`src/rtl/pwsem_pkg.sv`:
```
`timescale 1ns / 1ps
// Shared types, codes and sizes for the priority wakeup semaphore core.
package pwsem_pkg;

	// Waiter table depth and the widths that follow from it.
	localparam int WAITERS  = 16;
	localparam int AW       = $clog2(WAITERS);
	localparam int CW       = $clog2(WAITERS + 1);

	// Configuration port.
	localparam int PADDR_W  = 3;
	localparam int PDATA_W  = 32;
	localparam logic REG_INITIAL_COUNT = 1'b0;

	localparam logic [15:0] COUNT_MAX = 16'hFFFF;

	typedef enum logic [1:0] {
		KIND_DOWN = 2'd0,
		KIND_TRY  = 2'd1,
		KIND_UP   = 2'd2
	} kind_t;

	typedef enum logic [2:0] {
		STAT_GRANTED  = 3'd0,
		STAT_QUEUED   = 3'd1,
		STAT_REFUSED  = 3'd2,
		STAT_RELEASED = 3'd3,
		STAT_ERROR    = 3'd4
	} status_t;

	typedef enum logic [1:0] {
		ST_IDLE   = 2'd0,
		ST_SCAN   = 2'd1,
		ST_SHIFT  = 2'd2,
		ST_FINISH = 2'd3
	} state_t;

	typedef struct packed {
		logic [7:0] thread;
		logic [5:0] prio;
	} entry_t;

	typedef struct packed {
		status_t     status;
		logic        woke_valid;
		logic [7:0]  woke_thread;
		logic [15:0] count_after;
		logic [4:0]  waiters_after;
	} result_t;

endpackage

```
`src/rtl/priority_wakeup_semaphore_core.sv`:
```
`timescale 1ns / 1ps
// Counting semaphore with a waiter table, kept in arrival order, held in a synchronous memory.
//
//   channel | signals                                   | direction
//   --------+-------------------------------------------+----------
//   in      | in_valid, in_stall, kind, thread_id,      | request in
//           | priority_req                              |
//   out     | out_valid, out_stall, status, woke_valid, | result out
//           | woke_thread, count_after, waiters_after   |
//   cfg     | psel, penable, pwrite, paddr, pwdata,     | register access
//           | prdata, pready                            |
//
// Down, try-down and an up with an empty table are decided in the accept cycle,
// staged in the result register and then moved to the output register; the
// next request is taken once that move is done. An up that wakes one of the
// waiters first makes one pass over the waiter memory to find the winner, and
// a second pass closes the gap when the winner is not the last slot; its result
// then follows the same path. Both passes are paced by the single read port
// of that memory with its registered read.
// Reset clears count, waiter count and control; the table needs no clearing.
// A finished result waits in the output register while the next request is
// accepted; the core only holds its own result when that register is stalled.

module priority_wakeup_semaphore_core
	import pwsem_pkg::*;
(
	input  logic                clk,
	input  logic                arst_n,

	input  logic                in_valid,
	output logic                in_stall,
	input  logic [1:0]          kind,
	input  logic [7:0]          thread_id,
	input  logic [5:0]          priority_req,

	output logic                out_valid,
	input  logic                out_stall,
	output logic [2:0]          status,
	output logic                woke_valid,
	output logic [7:0]          woke_thread,
	output logic [15:0]         count_after,
	output logic [4:0]          waiters_after,

	input  logic                psel,
	input  logic                penable,
	input  logic                pwrite,
	input  logic [PADDR_W-1:0]  paddr,
	input  logic [PDATA_W-1:0]  pwdata,
	output logic [PDATA_W-1:0]  prdata,
	output logic                pready
);

	// Architectural state.
	state_t       state_q, state_n;
	logic [15:0]  initial_count_q;
	logic [15:0]  count_q, count_n;
	logic [CW-1:0] wc_q, wc_n;

	// Waiter memory and its ports.
	entry_t       mem [WAITERS];
	logic         rd_en;
	logic [AW-1:0] rd_addr;
	entry_t       rd_data_s1;
	logic         rd_vld_s1;
	logic [AW-1:0] rd_idx_s1;
	logic         mem_we;
	logic [AW-1:0] mem_waddr;
	entry_t       mem_wdata;

	// Scan / compaction bookkeeping.
	logic [CW-1:0] issue_q;
	logic [AW-1:0] best_idx_q, best_idx_n;
	logic [5:0]    best_prio_q, best_prio_n;
	logic [7:0]    best_thread_q, best_thread_n;
	logic          take;
	logic          rd_last;
	logic          shift_needed;
	logic          start_scan;

	// Result staging and output register.
	result_t      res_q, res_n;
	logic         res_ld;
	result_t      out_q;
	logic         out_valid_q;
	logic         out_ld;

	logic         cfg_wr;

	// ---------------------------------------------------------------
	// Configuration port: a write loads the count and empties the table.
	// ---------------------------------------------------------------
	assign pready = 1'b1;
	assign cfg_wr = psel & penable & pwrite & (paddr[2] == REG_INITIAL_COUNT);
	assign prdata = (paddr[2] == REG_INITIAL_COUNT) ?
		{{(PDATA_W-16){1'b0}}, initial_count_q} : '0;

	// ---------------------------------------------------------------
	// Scan compare: the first entry seeds the best; a later one wins only
	// on strictly higher priority, so ties keep the earliest queued.
	// ---------------------------------------------------------------
	assign take          = (rd_idx_s1 == '0) || (rd_data_s1.prio > best_prio_q);
	assign best_idx_n    = take ? rd_idx_s1         : best_idx_q;
	assign best_prio_n   = take ? rd_data_s1.prio   : best_prio_q;
	assign best_thread_n = take ? rd_data_s1.thread : best_thread_q;

	// Last read data of the current pass is back.
	assign rd_last      = rd_vld_s1 && ((CW'(rd_idx_s1) + CW'(1)) == wc_q);
	// Entries above the winner must move down one slot.
	assign shift_needed = (CW'(best_idx_n) + CW'(1)) != wc_q;

	// ---------------------------------------------------------------
	// Next state.
	// ---------------------------------------------------------------
	always_comb begin
		state_n = state_q;
		unique case (state_q)
			ST_IDLE: begin
				if (in_valid) begin
					state_n = start_scan ? ST_SCAN : ST_FINISH;
				end
			end
			ST_SCAN: begin
				if (rd_last) begin
					state_n = shift_needed ? ST_SHIFT : ST_FINISH;
				end
			end
			ST_SHIFT: begin
				if (rd_last) begin
					state_n = ST_FINISH;
				end
			end
			ST_FINISH: begin
				if (out_ld) begin
					state_n = ST_IDLE;
				end
			end
			default: state_n = ST_IDLE;
		endcase
	end

	// ---------------------------------------------------------------
	// Datapath control: request decode, memory ports, commit of an up.
	// ---------------------------------------------------------------
	always_comb begin
		in_stall   = (state_q != ST_IDLE);
		rd_en      = 1'b0;
		rd_addr    = issue_q[AW-1:0];
		mem_we     = 1'b0;
		mem_waddr  = wc_q[AW-1:0];
		mem_wdata  = '{thread: thread_id, prio: priority_req};
		count_n    = count_q;
		wc_n       = wc_q;
		res_n      = res_q;
		res_ld     = 1'b0;
		start_scan = 1'b0;
		out_ld     = 1'b0;

		unique case (state_q)
			ST_IDLE: begin
				if (in_valid) begin
					res_n.status      = STAT_ERROR;
					res_n.woke_valid  = 1'b0;
					res_n.woke_thread = '0;
					unique case (kind)
						KIND_DOWN: begin
							if (count_q != '0) begin
								count_n      = count_q - 16'd1;
								res_n.status = STAT_GRANTED;
							end else if (wc_q < CW'(WAITERS)) begin
								// Append the caller at the tail slot.
								mem_we       = 1'b1;
								wc_n         = wc_q + CW'(1);
								res_n.status = STAT_QUEUED;
							end
						end
						KIND_TRY: begin
							if (count_q != '0) begin
								count_n      = count_q - 16'd1;
								res_n.status = STAT_GRANTED;
							end else begin
								res_n.status = STAT_REFUSED;
							end
						end
						KIND_UP: begin
							if (count_q != COUNT_MAX) begin
								if (wc_q != '0) begin
									start_scan = 1'b1;
								end else begin
									count_n      = count_q + 16'd1;
									res_n.status = STAT_RELEASED;
								end
							end
						end
						default: res_n.status = STAT_ERROR;
					endcase
					res_n.count_after   = count_n;
					res_n.waiters_after = 5'(wc_n);
					res_ld              = !start_scan;
				end
			end
			ST_SCAN: begin
				rd_en = issue_q < wc_q;
				if (rd_last && !shift_needed) begin
					count_n = count_q + 16'd1;
					wc_n    = wc_q - CW'(1);
					res_n   = '{status: STAT_RELEASED, woke_valid: 1'b1,
						woke_thread: best_thread_n, count_after: count_q + 16'd1,
						waiters_after: 5'(wc_q - CW'(1))};
					res_ld  = 1'b1;
				end
			end
			ST_SHIFT: begin
				rd_en = issue_q < wc_q;
				if (rd_vld_s1) begin
					// Move the entry just read down over the gap.
					mem_we    = 1'b1;
					mem_waddr = rd_idx_s1 - AW'(1);
					mem_wdata = rd_data_s1;
				end
				if (rd_last) begin
					count_n = count_q + 16'd1;
					wc_n    = wc_q - CW'(1);
					res_n   = '{status: STAT_RELEASED, woke_valid: 1'b1,
						woke_thread: best_thread_q, count_after: count_q + 16'd1,
						waiters_after: 5'(wc_q - CW'(1))};
					res_ld  = 1'b1;
				end
			end
			ST_FINISH: begin
				out_ld = !out_valid_q || !out_stall;
			end
			default: ;
		endcase
	end

	// ---------------------------------------------------------------
	// Waiter memory: one write port, one registered read port. During
	// compaction the write trails the read by two slots, so no address
	// is read and written in the same cycle.
	// ---------------------------------------------------------------
	always_ff @(posedge clk) begin
		if (mem_we) begin
			mem[mem_waddr] <= mem_wdata;
		end
		if (rd_en) begin
			rd_data_s1 <= mem[rd_addr];
		end
	end

	// ---------------------------------------------------------------
	// Control registers.
	// ---------------------------------------------------------------
	always_ff @(posedge clk or negedge arst_n) begin
		if (!arst_n) begin
			state_q         <= ST_IDLE;
			initial_count_q <= '0;
			count_q         <= '0;
			wc_q            <= '0;
			issue_q         <= '0;
			rd_vld_s1       <= 1'b0;
			out_valid_q     <= 1'b0;
		end else begin
			state_q   <= state_n;
			rd_vld_s1 <= rd_en;
			if (cfg_wr) begin
				initial_count_q <= pwdata[15:0];
				count_q         <= pwdata[15:0];
				wc_q            <= '0;
			end else begin
				count_q <= count_n;
				wc_q    <= wc_n;
			end
			// Advance the read pointer; restart it above the winner for compaction.
			if (start_scan) begin
				issue_q <= '0;
			end else if (state_q == ST_SCAN && rd_last) begin
				issue_q <= CW'(best_idx_n) + CW'(1);
			end else if (rd_en) begin
				issue_q <= issue_q + CW'(1);
			end
			if (out_ld) begin
				out_valid_q <= 1'b1;
			end else if (!out_stall) begin
				out_valid_q <= 1'b0;
			end
		end
	end

	// Payload registers.
	always_ff @(posedge clk) begin
		rd_idx_s1 <= rd_addr;
		if (state_q == ST_SCAN && rd_vld_s1) begin
			best_idx_q    <= best_idx_n;
			best_prio_q   <= best_prio_n;
			best_thread_q <= best_thread_n;
		end
		if (res_ld) begin
			res_q <= res_n;
		end
		if (out_ld) begin
			out_q <= res_q;
		end
	end

	assign out_valid     = out_valid_q;
	assign status        = out_q.status;
	assign woke_valid    = out_q.woke_valid;
	assign woke_thread   = out_q.woke_thread;
	assign count_after   = out_q.count_after;
	assign waiters_after = out_q.waiters_after;

	// ---------------------------------------------------------------
	// Assertions.
	// ---------------------------------------------------------------
	a_wc_bound: assert property (@(posedge clk) disable iff (!arst_n)
		wc_q <= CW'(WAITERS))
		else $error("waiter count above table depth");

	a_rd_in_pass: assert property (@(posedge clk) disable iff (!arst_n)
		rd_en |-> (state_q == ST_SCAN || state_q == ST_SHIFT))
		else $error("memory read outside a scan or compaction pass");

	a_no_rw_clash: assert property (@(posedge clk) disable iff (!arst_n)
		(mem_we && rd_en) |-> (mem_waddr != rd_addr))
		else $error("same waiter slot read and written in one cycle");

	a_hold_result: assert property (@(posedge clk) disable iff (!arst_n)
		(state_q == ST_FINISH && out_valid_q && out_stall) |=> (state_q == ST_FINISH))
		else $error("pending result dropped while output stalled");

	a_rd_below_wc: assert property (@(posedge clk) disable iff (!arst_n)
		rd_en |-> (CW'(rd_addr) < wc_q))
		else $error("read of a waiter slot at or above the fill level");

endmodule

```
`config.mk`:
```
export PLATFORM = sky130hd
export DESIGN_NAME = priority_wakeup_semaphore_core
export DESIGN_NICKNAME = d
export VERILOG_FILES = /design/src/rtl/pwsem_pkg.sv /design/src/rtl/priority_wakeup_semaphore_core.sv
export SDC_FILE = /design/constraint.sdc
export NUM_CORES = 1
export LEC_CHECK = 0
export ABC_AREA = 1
export BUFFER_PORTS_ARGS = -buffer_cell sky130_fd_sc_hd__buf_2
export CORE_MARGIN = 3
export CORE_UTILIZATION = 45
export CTS_CLUSTER_SIZE = 20
export DETAILED_ROUTE_END_ITERATION = 8
export PLACE_DENSITY_LB_ADDON = 0.12
export SYNTH_ARGS = -nofsm -noshare
export SYNTH_HDL_FRONTEND = slang
export SYNTH_SLANG_ARGS = --single-unit
```
`constraint.sdc`:
```
create_clock -name clk -period 7.9 [get_ports clk]
set_clock_uncertainty 0.2 [all_clocks]
set_input_delay 1.185 -clock clk [delete_from_list [all_inputs] [get_ports clk]]
set_output_delay 1.185 -clock clk [all_outputs]
set_load 0.005 [all_outputs]
```
After elaboration in Yosys (flattened, before gate mapping)
Memories as Yosys holds them, arrays and structs flattened. A register that Yosys moved wholly into a read port is not among the register bits.
Cells that the tools add are included.
{"block": "totals", "regBits": 134, "mem_bits_rw": 224, "in_bits": 58, "mem_count": 1}
{"memory": "mem", "words": 16, "width": 14, "rd": 1, "rd_clocked_by_memory_dff": 1, "wr": 1, "line_no": "priority_wakeup_semaphore_core.sv:60", "rtl": "entry_t mem [WAITERS];"}
{"block": "op_classes", "n_reduce_logical": 25, "eq_ne": 17, "muxes": 67, "add_sub_neg": 8, "order_cmp": 3, "bitwise_logic": 4}
{"op": "$mux 16", "n": 8}
{"op": "$mux 33", "n": 3}
{"op": "$pmux 33 s3", "n": 1}
{"op": "$mux 5", "n": 10}
{"op": "$pmux 16 s3", "n": 1}
{"op": "$pmux 16 s2", "n": 1}
{"op": "$mux 14", "n": 2}
{"op": "$mux 1", "n": 22}
{"op": "$add 16x1->16 const B", "n": 1}
{"op": "$ne 16x16->1 const B", "n": 1}
{"op": "$reduce_bool 16->1", "n": 1}
{"op": "$sub 16x1->16 const B", "n": 1}
{"op": "$pmux 5 s3", "n": 1}
{"op": "$mux 2", "n": 6}
{"op": "$mux 3", "n": 4}
{"op": "$mux 4", "n": 3}
{"op": "$add 4x1->5 const B", "n": 2}
{"op": "$add 5x1->5 const B", "n": 2}
{"op": "$ne 2x2->1 const B", "n": 5}
{"op": "$ne 3x3->1 const B", "n": 3}
{"op": "$pmux 3 s3", "n": 1}
{"op": "$mux 8", "n": 1}
{"op": "$pmux 2 s4", "n": 1}
{"op": "$reduce_and 4->1", "n": 2}
{"op": "other kinds (26)", "n": 41}

Logic depth before layout (Yosys ltp)
Gate-level depths: netlist of run 1.
{"block": "logic_depth", "word_depth": 11, "depth_mapped": 25, "mapped_depth_nobuf": 24}

Worst setup path after synthesis of run 1
Ideal clock, no wire load.
{"block": "synth_timing", "path_type": "register -> register", "from": "reg rd_data_s1[5] (netlist name)", "to": "reg res_q[0] in the netlist's numbering, enable pin", "required_ps": 7312, "arrival_ps": 3107, "period_less_slack_ps": 3695, "stages_incl_launch_ff": 21, "path_buffers": 0, "setup_slack_ps": 4205, "setup_ps": 388, "cell_sequence": "edfxtp_1 -> ha_1 -> nand2_2 -> inv_1 -> nand2_1 -> nand3_2 -> nand2_4 -> nand2_4 -> nand2_1 -> nand2_2 -> ha_1 -> xnor2_1 -> nand2_1 -> nor2_1 -> nand2_1 -> nor2_2 -> nand2_2 -> nand2_4 -> and2_1 -> nand2_1 -> inv_1"}
{"block": "synth_via", "elab_chain_len": 10, "word_cells_on_any_way": 11, "classes_between": "add/sub: 1; order compare: 1; eq/ne: 2; mux: 3; reduce/logical: 4"}
{"item": "$gt 6x6->1 (*)", "line_no": "priority_wakeup_semaphore_core.sv:101", "rtl": "assign take = (rd_idx_s1 == '0) || (rd_data_s1.prio > best_prio_q);"}
{"item": "$logic_or 1x1->1 (*)", "line_no": "priority_wakeup_semaphore_core.sv:101"}
{"item": "$mux 4 (*)", "line_no": "priority_wakeup_semaphore_core.sv:102", "rtl": "assign best_idx_n = take ? rd_idx_s1 : best_idx_q;"}
{"item": "via best_idx_n[0]", "line_no": "priority_wakeup_semaphore_core.sv:72", "rtl": "logic [AW-1:0] best_idx_q, best_idx_n;"}
{"item": "$add 4x1->5 (*)", "line_no": "priority_wakeup_semaphore_core.sv:109", "rtl": "assign shift_needed = (CW'(best_idx_n) + CW'(1)) != wc_q;"}
{"item": "$ne 5x5->1 (*)", "line_no": "priority_wakeup_semaphore_core.sv:109"}
{"item": "$logic_not 1->1 (*)", "line_no": "priority_wakeup_semaphore_core.sv:203", "rtl": "if (rd_last && !shift_needed) begin"}
{"item": "$logic_and 1x1->1 (*)", "line_no": "priority_wakeup_semaphore_core.sv:203"}
{"item": "$mux 1", "line_no": "priority_wakeup_semaphore_core.sv:203"}
{"item": "$pmux 1 s3", "line_no": "priority_wakeup_semaphore_core.sv:158", "rtl": "unique case (state_q)"}
{"item": "$reduce_and 5->1 (no source line) (*)"}
{"item": "end signal: assignment", "line_no": "priority_wakeup_semaphore_core.sv:298", "rtl": "res_q <= res_n;"}
{"item": "end: declaration", "line_no": "priority_wakeup_semaphore_core.sv:81", "rtl": "result_t res_q, res_n;"}
The timed path passes the listed nets; every way through them passes the cells marked *.
A chain may end at the register's enable or synchronous reset.

Final worst setup path of run 1
{"block": "layout_timing", "from": "reg state_q[0]", "to": "mem mem[3][12] in the netlist's numbering, enable pin"}
{"block": "layout_via", "elab_chain_len": 4, "word_cells_on_any_way": 6, "classes_between": "eq/ne: 1; mux: 4; reduce/logical: 1"}
{"item": "start: declaration", "line_no": "priority_wakeup_semaphore_core.sv:54", "rtl": "state_t state_q, state_n;"}
{"item": "start signal: assignment", "line_no": "priority_wakeup_semaphore_core.sv:263", "rtl": "state_q <= state_n;"}
{"item": "$eq 2x2->1 or $logic_not 2->1 (tied branches)", "line_no": "priority_wakeup_semaphore_core.sv:158"}
{"item": "$pmux 1 s2", "line_no": "priority_wakeup_semaphore_core.sv:158"}
{"item": "$mux 1", "line_no": "priority_wakeup_semaphore_core.sv:242", "rtl": "if (mem_we) begin"}
{"item": "$mux 1 (not written as such)", "line_no": "priority_wakeup_semaphore_core.sv:243", "rtl": "mem[mem_waddr] <= mem_wdata;"}
{"item": "end: declaration", "line_no": "priority_wakeup_semaphore_core.sv:60"}
Parallel ways exist; a longest one is shown, timed or not.

==> results of run 1 <==
==> cell families after synthesis <==
logic type	Yosys count
and+or+nand+nor	605
DFF	372
AOI/OAI and AO/OA	275
buffers and inverters	216
muxes	45
xor gates and xnor gates	27
adders and majority gates	23
other	2
==> power groups by stage <==
stage | clock network [uW] | logic [uW] | registers, uW
2_1_floorplan | 0 | 303 | 2220
3_3_place_gp | 0 | 368 | 2260
3_5_place_dp | 0 | 373 | 2260
4_1_cts | 1880 | 375 | 2220
5_1_grt | 1960 | 438 | 2230
6_report | 1830 | 376 | 2220
==> worst paths after layout <==
path                                  end  startpoint  cells past startpoint  slack (ns)
min reg2reg                woke_thread[7]   res_q[28]                      0        0.21
max                            mem[3][12]  state_q[0]                      8        3.51
min                        woke_thread[7]   res_q[28]                      0        0.21
min in group asynchronous       out_valid      arst_n                      2        0.52
max reg2reg                    mem[3][12]  state_q[0]                      8        3.51
max in group asynchronous      issue_q[0]      arst_n                      2        6.44
==> worst max-delay path: cells and delay by family (launching register included) <==
family / cells / cell delay (ns)
fa+ha+maj: 1 / 0.37
flops: 1 / 0.42
simple gates: 3 / 1.80
buf+inv: 3 / 0.80
compound gates: 1 / 0.48
==> per-layer routing <==
layer | vias to the layer above | part of all wire
li1 | 5661 | -
met1 | 5661 | 0.47
met2 | 375 | 0.45
met3 | 67 | 0.060
met4 | 0 | 0.026
met5 | - | 0
==> per-stage QoR <==
step / area, sq um / util / power, uW / worst slack (ns)
after floorplan: 17100 / - / 2530 / 4.21
after global placement: 18000 / 0.487 / 2630 / 3.58
after detailed placement: 18000 / 0.487 / 2630 / 3.44
after CTS: 19300 / 0.522 / 4470 / 3.42
after global routing: 19300 / 0.522 / 4620 / 3.06
final: 19300 / 0.522 / 4430 / 3.51
==> cell type report <==
class	instances	area (sq um)	share of cell area
clock buffers	48	1070	0.0557
well taps	504	631	0.0327
flip-flops and latches	372	10900	0.566
inverters	118	443	0.0230
multi-input cells	992	5310	0.275
repair buffers	124	706	0.0366
clock inverters	24	216	0.0112
==> layout by cell type, fill, tap and decap left out, types with 3 or more instances in the layout <==
| cell type | instances |
|---|---|
| a21oi_1 | 35 |
| buf_2 | 90 |
| buf_4 | 34 |
| bufinv_16 | 3 |
| clkbuf_1 | 6 |
| clkbuf_16 | 42 |
| clkinv_1 | 14 |
| clkinv_2 | 5 |
| conb_1 | 17 |
| dfrtp_1 | 44 |
| dfxtp_1 | 4 |
| edfxtp_1 | 322 |
| ha_1 | 23 |
| inv_1 | 110 |
| inv_2 | 5 |
| mux2i_1 | 45 |
| nand2_1 | 273 |
| nand2_2 | 6 |
| nand2_4 | 6 |
| nand3_1 | 91 |
| nand3_2 | 5 |
| nand4_1 | 24 |
| nor2_1 | 172 |
| nor2_2 | 4 |
| nor3_1 | 13 |
| o211ai_1 | 11 |
| o21ai_0 | 151 |
| o21ai_1 | 5 |
| o221ai_1 | 45 |
| o22ai_1 | 12 |
| o31ai_1 | 4 |
| o32ai_1 | 7 |
| xnor2_1 | 4 |
| xor2_1 | 23 |
==> registers in the layout (all words and copies together) (netlist names), 6 cells and up <==
name             count
count_q             16
woke_thread          8
mem                224
best_prio_q          6
best_thread_q        8
initial_count_q     16
rd_data_s1          14
count_after         16
res_q               33
==> results.toml, run 1 <==
[clocking]
insertion_delay_ns = 0.57
postCtsSetupBuffers = 0
clk_pin_slew_ns = 0.05
cts.repair.resized = 0
ctsRootBufferMaster = "clkbuf_16"
clockBufferDepth = 3
cts_hold_buffers = 0
numCtsBuffers = 41
htree_levels = 2
cts_tree = "built"
cts_sinks = 372

[logic_synthesis]
yosys.area.top_type_share = 0.567
netlist_top_cells_area = "edfxtp_1 57%, dfrtp_1 6.8%, nand2_1 6.0%"
syn_avg_cell_area_sq_um = 10.9
synth-compound-area-share = 0.0958
synth_flop_cell = "edfxtp_1"
synth_mux_area_frac = 0.0264
ys_ff_latch = 372
synth_common_cells = "322 x edfxtp_1, 273 x nand2_1, 172 x nor2_1"
synth_top_family_by_area = "simple AND/OR/NAND/NOR gates"
synth_cell_type_count = 44
synth_cells = 1565
postSynth.asyncResetShare = 0.124
post-synth-top-area-cell = "edfxtp_1"
synth_simple_gate_area_frac = 0.154
ys_seq_area_frac = 0.639
synthAdderAreaFrac = 0.0169
synth-xor-area-share = 0.0139
synth-edff-count = 322
yosysMostFrequentCell = "edfxtp_1"
ys_warn_count = 0
syn_area_sq_um = 17100

[job]
max_cap_violations = 0

[worst_setup_path]
cp_slowest_stage_delay_ns = 0.78
critPathSlowestCell = "nand2_1"
worst_ep_arrival_time_ns = 4.45
path_cells = "inv_1, ha_1, nand2_1, inv_1, o21ai_0, nand3_1, nor2_1, buf_4"
endpoint_kind = "flip-flop"
crit_path_frequent_cell = "inv_1"
cp.required_ns = 7.96
critPathKind = "reg2reg"
worstSetupStartpointType = "flip-flop"
critPathMaxFanout = 30

[drt]
via_per_inst = 5.39
vias = 11800
firstDrtPassIters = 5
post_drt_wl_per_cell_um = 18.8
postRouteWirelength_um = 41000
drt_iter0_drc = 971
ant_nets = 0
drc = 0

[floorplanning]
die_area_sq_um = 40300
die_x_um = 201
rows = 70
pin_count = 126
core_area_sq_um = 37000
initial_utilization = 0.461
die_y_um = 201

[finish]
drive_gt1_frac = 0.128
fillers = 3319
syn2layout_area_growth_pct = 13.1
n_antenna_cell = 0
fin_cells = 2182
final_nets = 1730

[sta]
rsz0062_at_grt = "false"
fin_setup_tns_ns = 0
hold_violations = 0
timing.hold.ws_ns = 0.211
clock.fmax_mhz = 228
tightestPinTransition_ns = 1.19
slew_viol_final = 0
setup_viol = 0
relSlewSlack = 0.206
min_period_ns = 4.39
fin_crit_sh = 0.555

[pwr]
max-vdd-ir-drop_mv = 0.184
switching_power_uw = 1060
powerDensity_nw_per_um2 = 230
p_int_uw = 3370
combPwrFrac = 0.085
p_seq_frac = 0.502
power_frac_clock = 0.414
leakagePower_uw = 0.00734
swShare = 0.239

[global_route]
grt_pass1_wl_um = 65100
grt_use_met2 = 0.315
grtUsageMet1 = 0.298
grt_pass1_vias = 11300
track_usage = 0.205
grt_antenna_before_repair = 0
grt_overflow = 0
grtUsageMet3 = 0.0344
top_usage_layer = "met2"
grt_max_degree = 117

[outcome]
status = "complete, no violations"

[place]
placed_cells = 2110
port_buffers = 90
gp_congestion = 0.921
hpwl_um = 26300

[hold_path]
hold_class = "reg2reg"
(Power assumes the default switching activity.)
==> run 2, diff against run 1 <==
clock period = 4.4 ns   (was 7.9 ns; I/O delays follow)
==> run 2 against run 1 <==
Effect of this change:
- the run now ends with negative hold slack left
- largest cell class unchanged
- combinational power rose by 80%
- register-to-register slack lost 2.9 ns
- count of clock-buffer cells in the layout grew 12
==> results.toml, run 2 (same netlist as run 1, synthesis figures left out) <==
[pwr]
max-vdd-ir-drop_mv = 0.392
p_int_uw = 5980
power_frac_clock = 0.408
swShare = 0.241
switching_power_uw = 1900
combPwrFrac = 0.086
p_seq_frac = 0.506
powerDensity_nw_per_um2 = 406
power_uw = 7880
leakagePower_uw = 0.00743

[global_route]
grt_antenna_before_repair = 2
grt_max_degree = 65
grt_pass1_vias = 11200
track_usage = 0.210
grt_pass1_wl_um = 66000
grt_overflow = 0

[floorplanning]
pin_count = 126
initial_utilization = 0.461
core_area_sq_um = 37000
die_area_sq_um = 40300
die_y_um = 201
rows = 70
die_x_um = 201

[outcome]
status = "finished, violations left"
violations = "negative hold slack"

[sta]
timing.hold.ws_ns = -0.00443
slew_viol_final = 0
tightestPinTransition_ns = 0.967
fin_crit_sh = 0.854
setup_viol = 0
hold_violations = 3
clock.fmax_mhz = 266
rsz0062_at_grt = "false"
relSlewSlack = 0.354
min_period_ns = 3.76
fin_setup_tns_ns = 0

[clocking]
cts.repair.resized = 0
htree_levels = 2
insertion_delay_ns = 0.58
clk_pin_slew_ns = 0.06
numCtsBuffers = 41
postCtsSetupBuffers = 0
clockBufferDepth = 3
cts_tree = "built"
cts_hold_buffers = 0
ctsRootBufferMaster = "clkbuf_16"
cts_sinks = 372

[worst_setup_path]
path_cells = "inv_1, ha_1, nand3_1, nor2_1, nand2_1, nor2_4, nand3_1, o21ai_1, nand3_1, nor2_1, buf_4"
endpoint_kind = "flip-flop"
cp_slowest_stage_delay_ns = 0.47
critPathMaxFanout = 12
worst_ep_arrival_time_ns = 3.80
crit_path_frequent_cell = "nand3_1"
worstSetupStartpointType = "flip-flop"
cp.required_ns = 4.44
critPathSlowestCell = "dfrtp_1"
critPathKind = "reg2reg"

[place]
placed_cells = 2130
gp_congestion = 0.909
port_buffers = 90
hpwl_um = 27900

[finish]
final_nets = 1750
fillers = 3334
mostFrequentLayoutCells = "322 x edfxtp_1, 273 x nand2_1, 172 x nor2_1"
reg.largest.list = "mem x224, res_q x33"
drive_gt1_frac = 0.136
final_common_cell = "edfxtp_1"
regMostFlops = "mem"
n_antenna_cell = 0
syn2layout_area_growth_pct = 13.8
fin_cells = 2204
largest_reg_flops = 224

[drt]
firstDrtPassIters = 5
via_per_inst = 5.40
post_drt_wl_per_cell_um = 19.6
drc = 0
postRouteWirelength_um = 43100
vias = 11900
ant_nets = 0
drt_iter0_drc = 1207

[hold_path]
hold_class = "in2async"

[job]
max_cap_violations = 0
## run 2: cell types whose count changed in the layout (fill, tap and decap cells not counted), sizes merged
| cell | change |
|---|---|
| clkbuf | +12 |
| clkinvlp | -1 |
| clkinv | -7 |
| buf | +20 |
| bufinv | -2 |
## run 2: worst max-delay path: cells and delay by family (launching register included)
| family | cells | cell delay (ns) |
|---|---|---|
| AND/OR/NAND/NOR | 7 | 1.46 |
| buffers and inverters | 2 | 0.55 |
| flip-flops | 1 | 0.47 |
| AO/OA/AOI/OAI | 1 | 0.47 |
| adder cells (fa/ha/maj) | 1 | 0.27 |
## run 2: power groups by stage
stage / Clock, uW / Sequential, uW / Combinational, uW
6_report: 3210 / 3990 / 677
2_1_floorplan: 0 / 3990 / 544
5_1_grt: 3440 / 3990 / 775
3_3_place_gp: 0 / 4060 / 668
4_1_cts: 3300 / 3990 / 678
3_5_place_dp: 0 / 4060 / 675
## run 2: area by class of cell
cell class	instances	area [sq um]	area share
well taps	504	631	0.0325
clock inverters	14	140	0.00722
multi-input cells	992	5310	0.273
flip-flops and latches	372	10900	0.562
inverters	118	443	0.0228
repair buffers	144	856	0.0441
clock buffers	60	1130	0.0581
## run 2: stage by stage
step | setup WS (ns) | util | area (sq um) | hold slack [ns]
after floorplan | 0.705 | - | 17100 | 0.164
after global placement | 0.675 | 0.491 | 18100 | 0.200
after detailed placement | 0.632 | 0.491 | 18100 | 0.205
after CTS | 0.627 | 0.525 | 19400 | 0.00955
after global routing | 0.222 | 0.525 | 19400 | 0.0325
final | 0.641 | 0.525 | 19400 | -0.00443
## run 2: final timing paths
path | startpoint | endpoint | slack, ns | cells past startpoint
setup / recovery | count_q[0] | mem[15][1] | 0.64 | 11
hold / removal | arst_n | count_q[2] | -0.004 | 1
setup reg to reg | count_q[0] | mem[15][1] | 0.64 | 11
hold reg to reg | res_q[29] | woke_valid | 0.21 | 0
max in group asynchronous | arst_n | initial_count_q[2] | 3.24 | 2
min in group clk | pwdata[10] | initial_count_q[10] | 0.16 | 3
## run 2: routing by layer
layer  vias to the layer above  global-route usage  wire (um)
met5                         -                   0          0
met4                         0              0.0512        693
met3                        56              0.0376       3050
met2                       362               0.335      19900
met1                      5780               0.301      19400
li1                       5702                   -          -
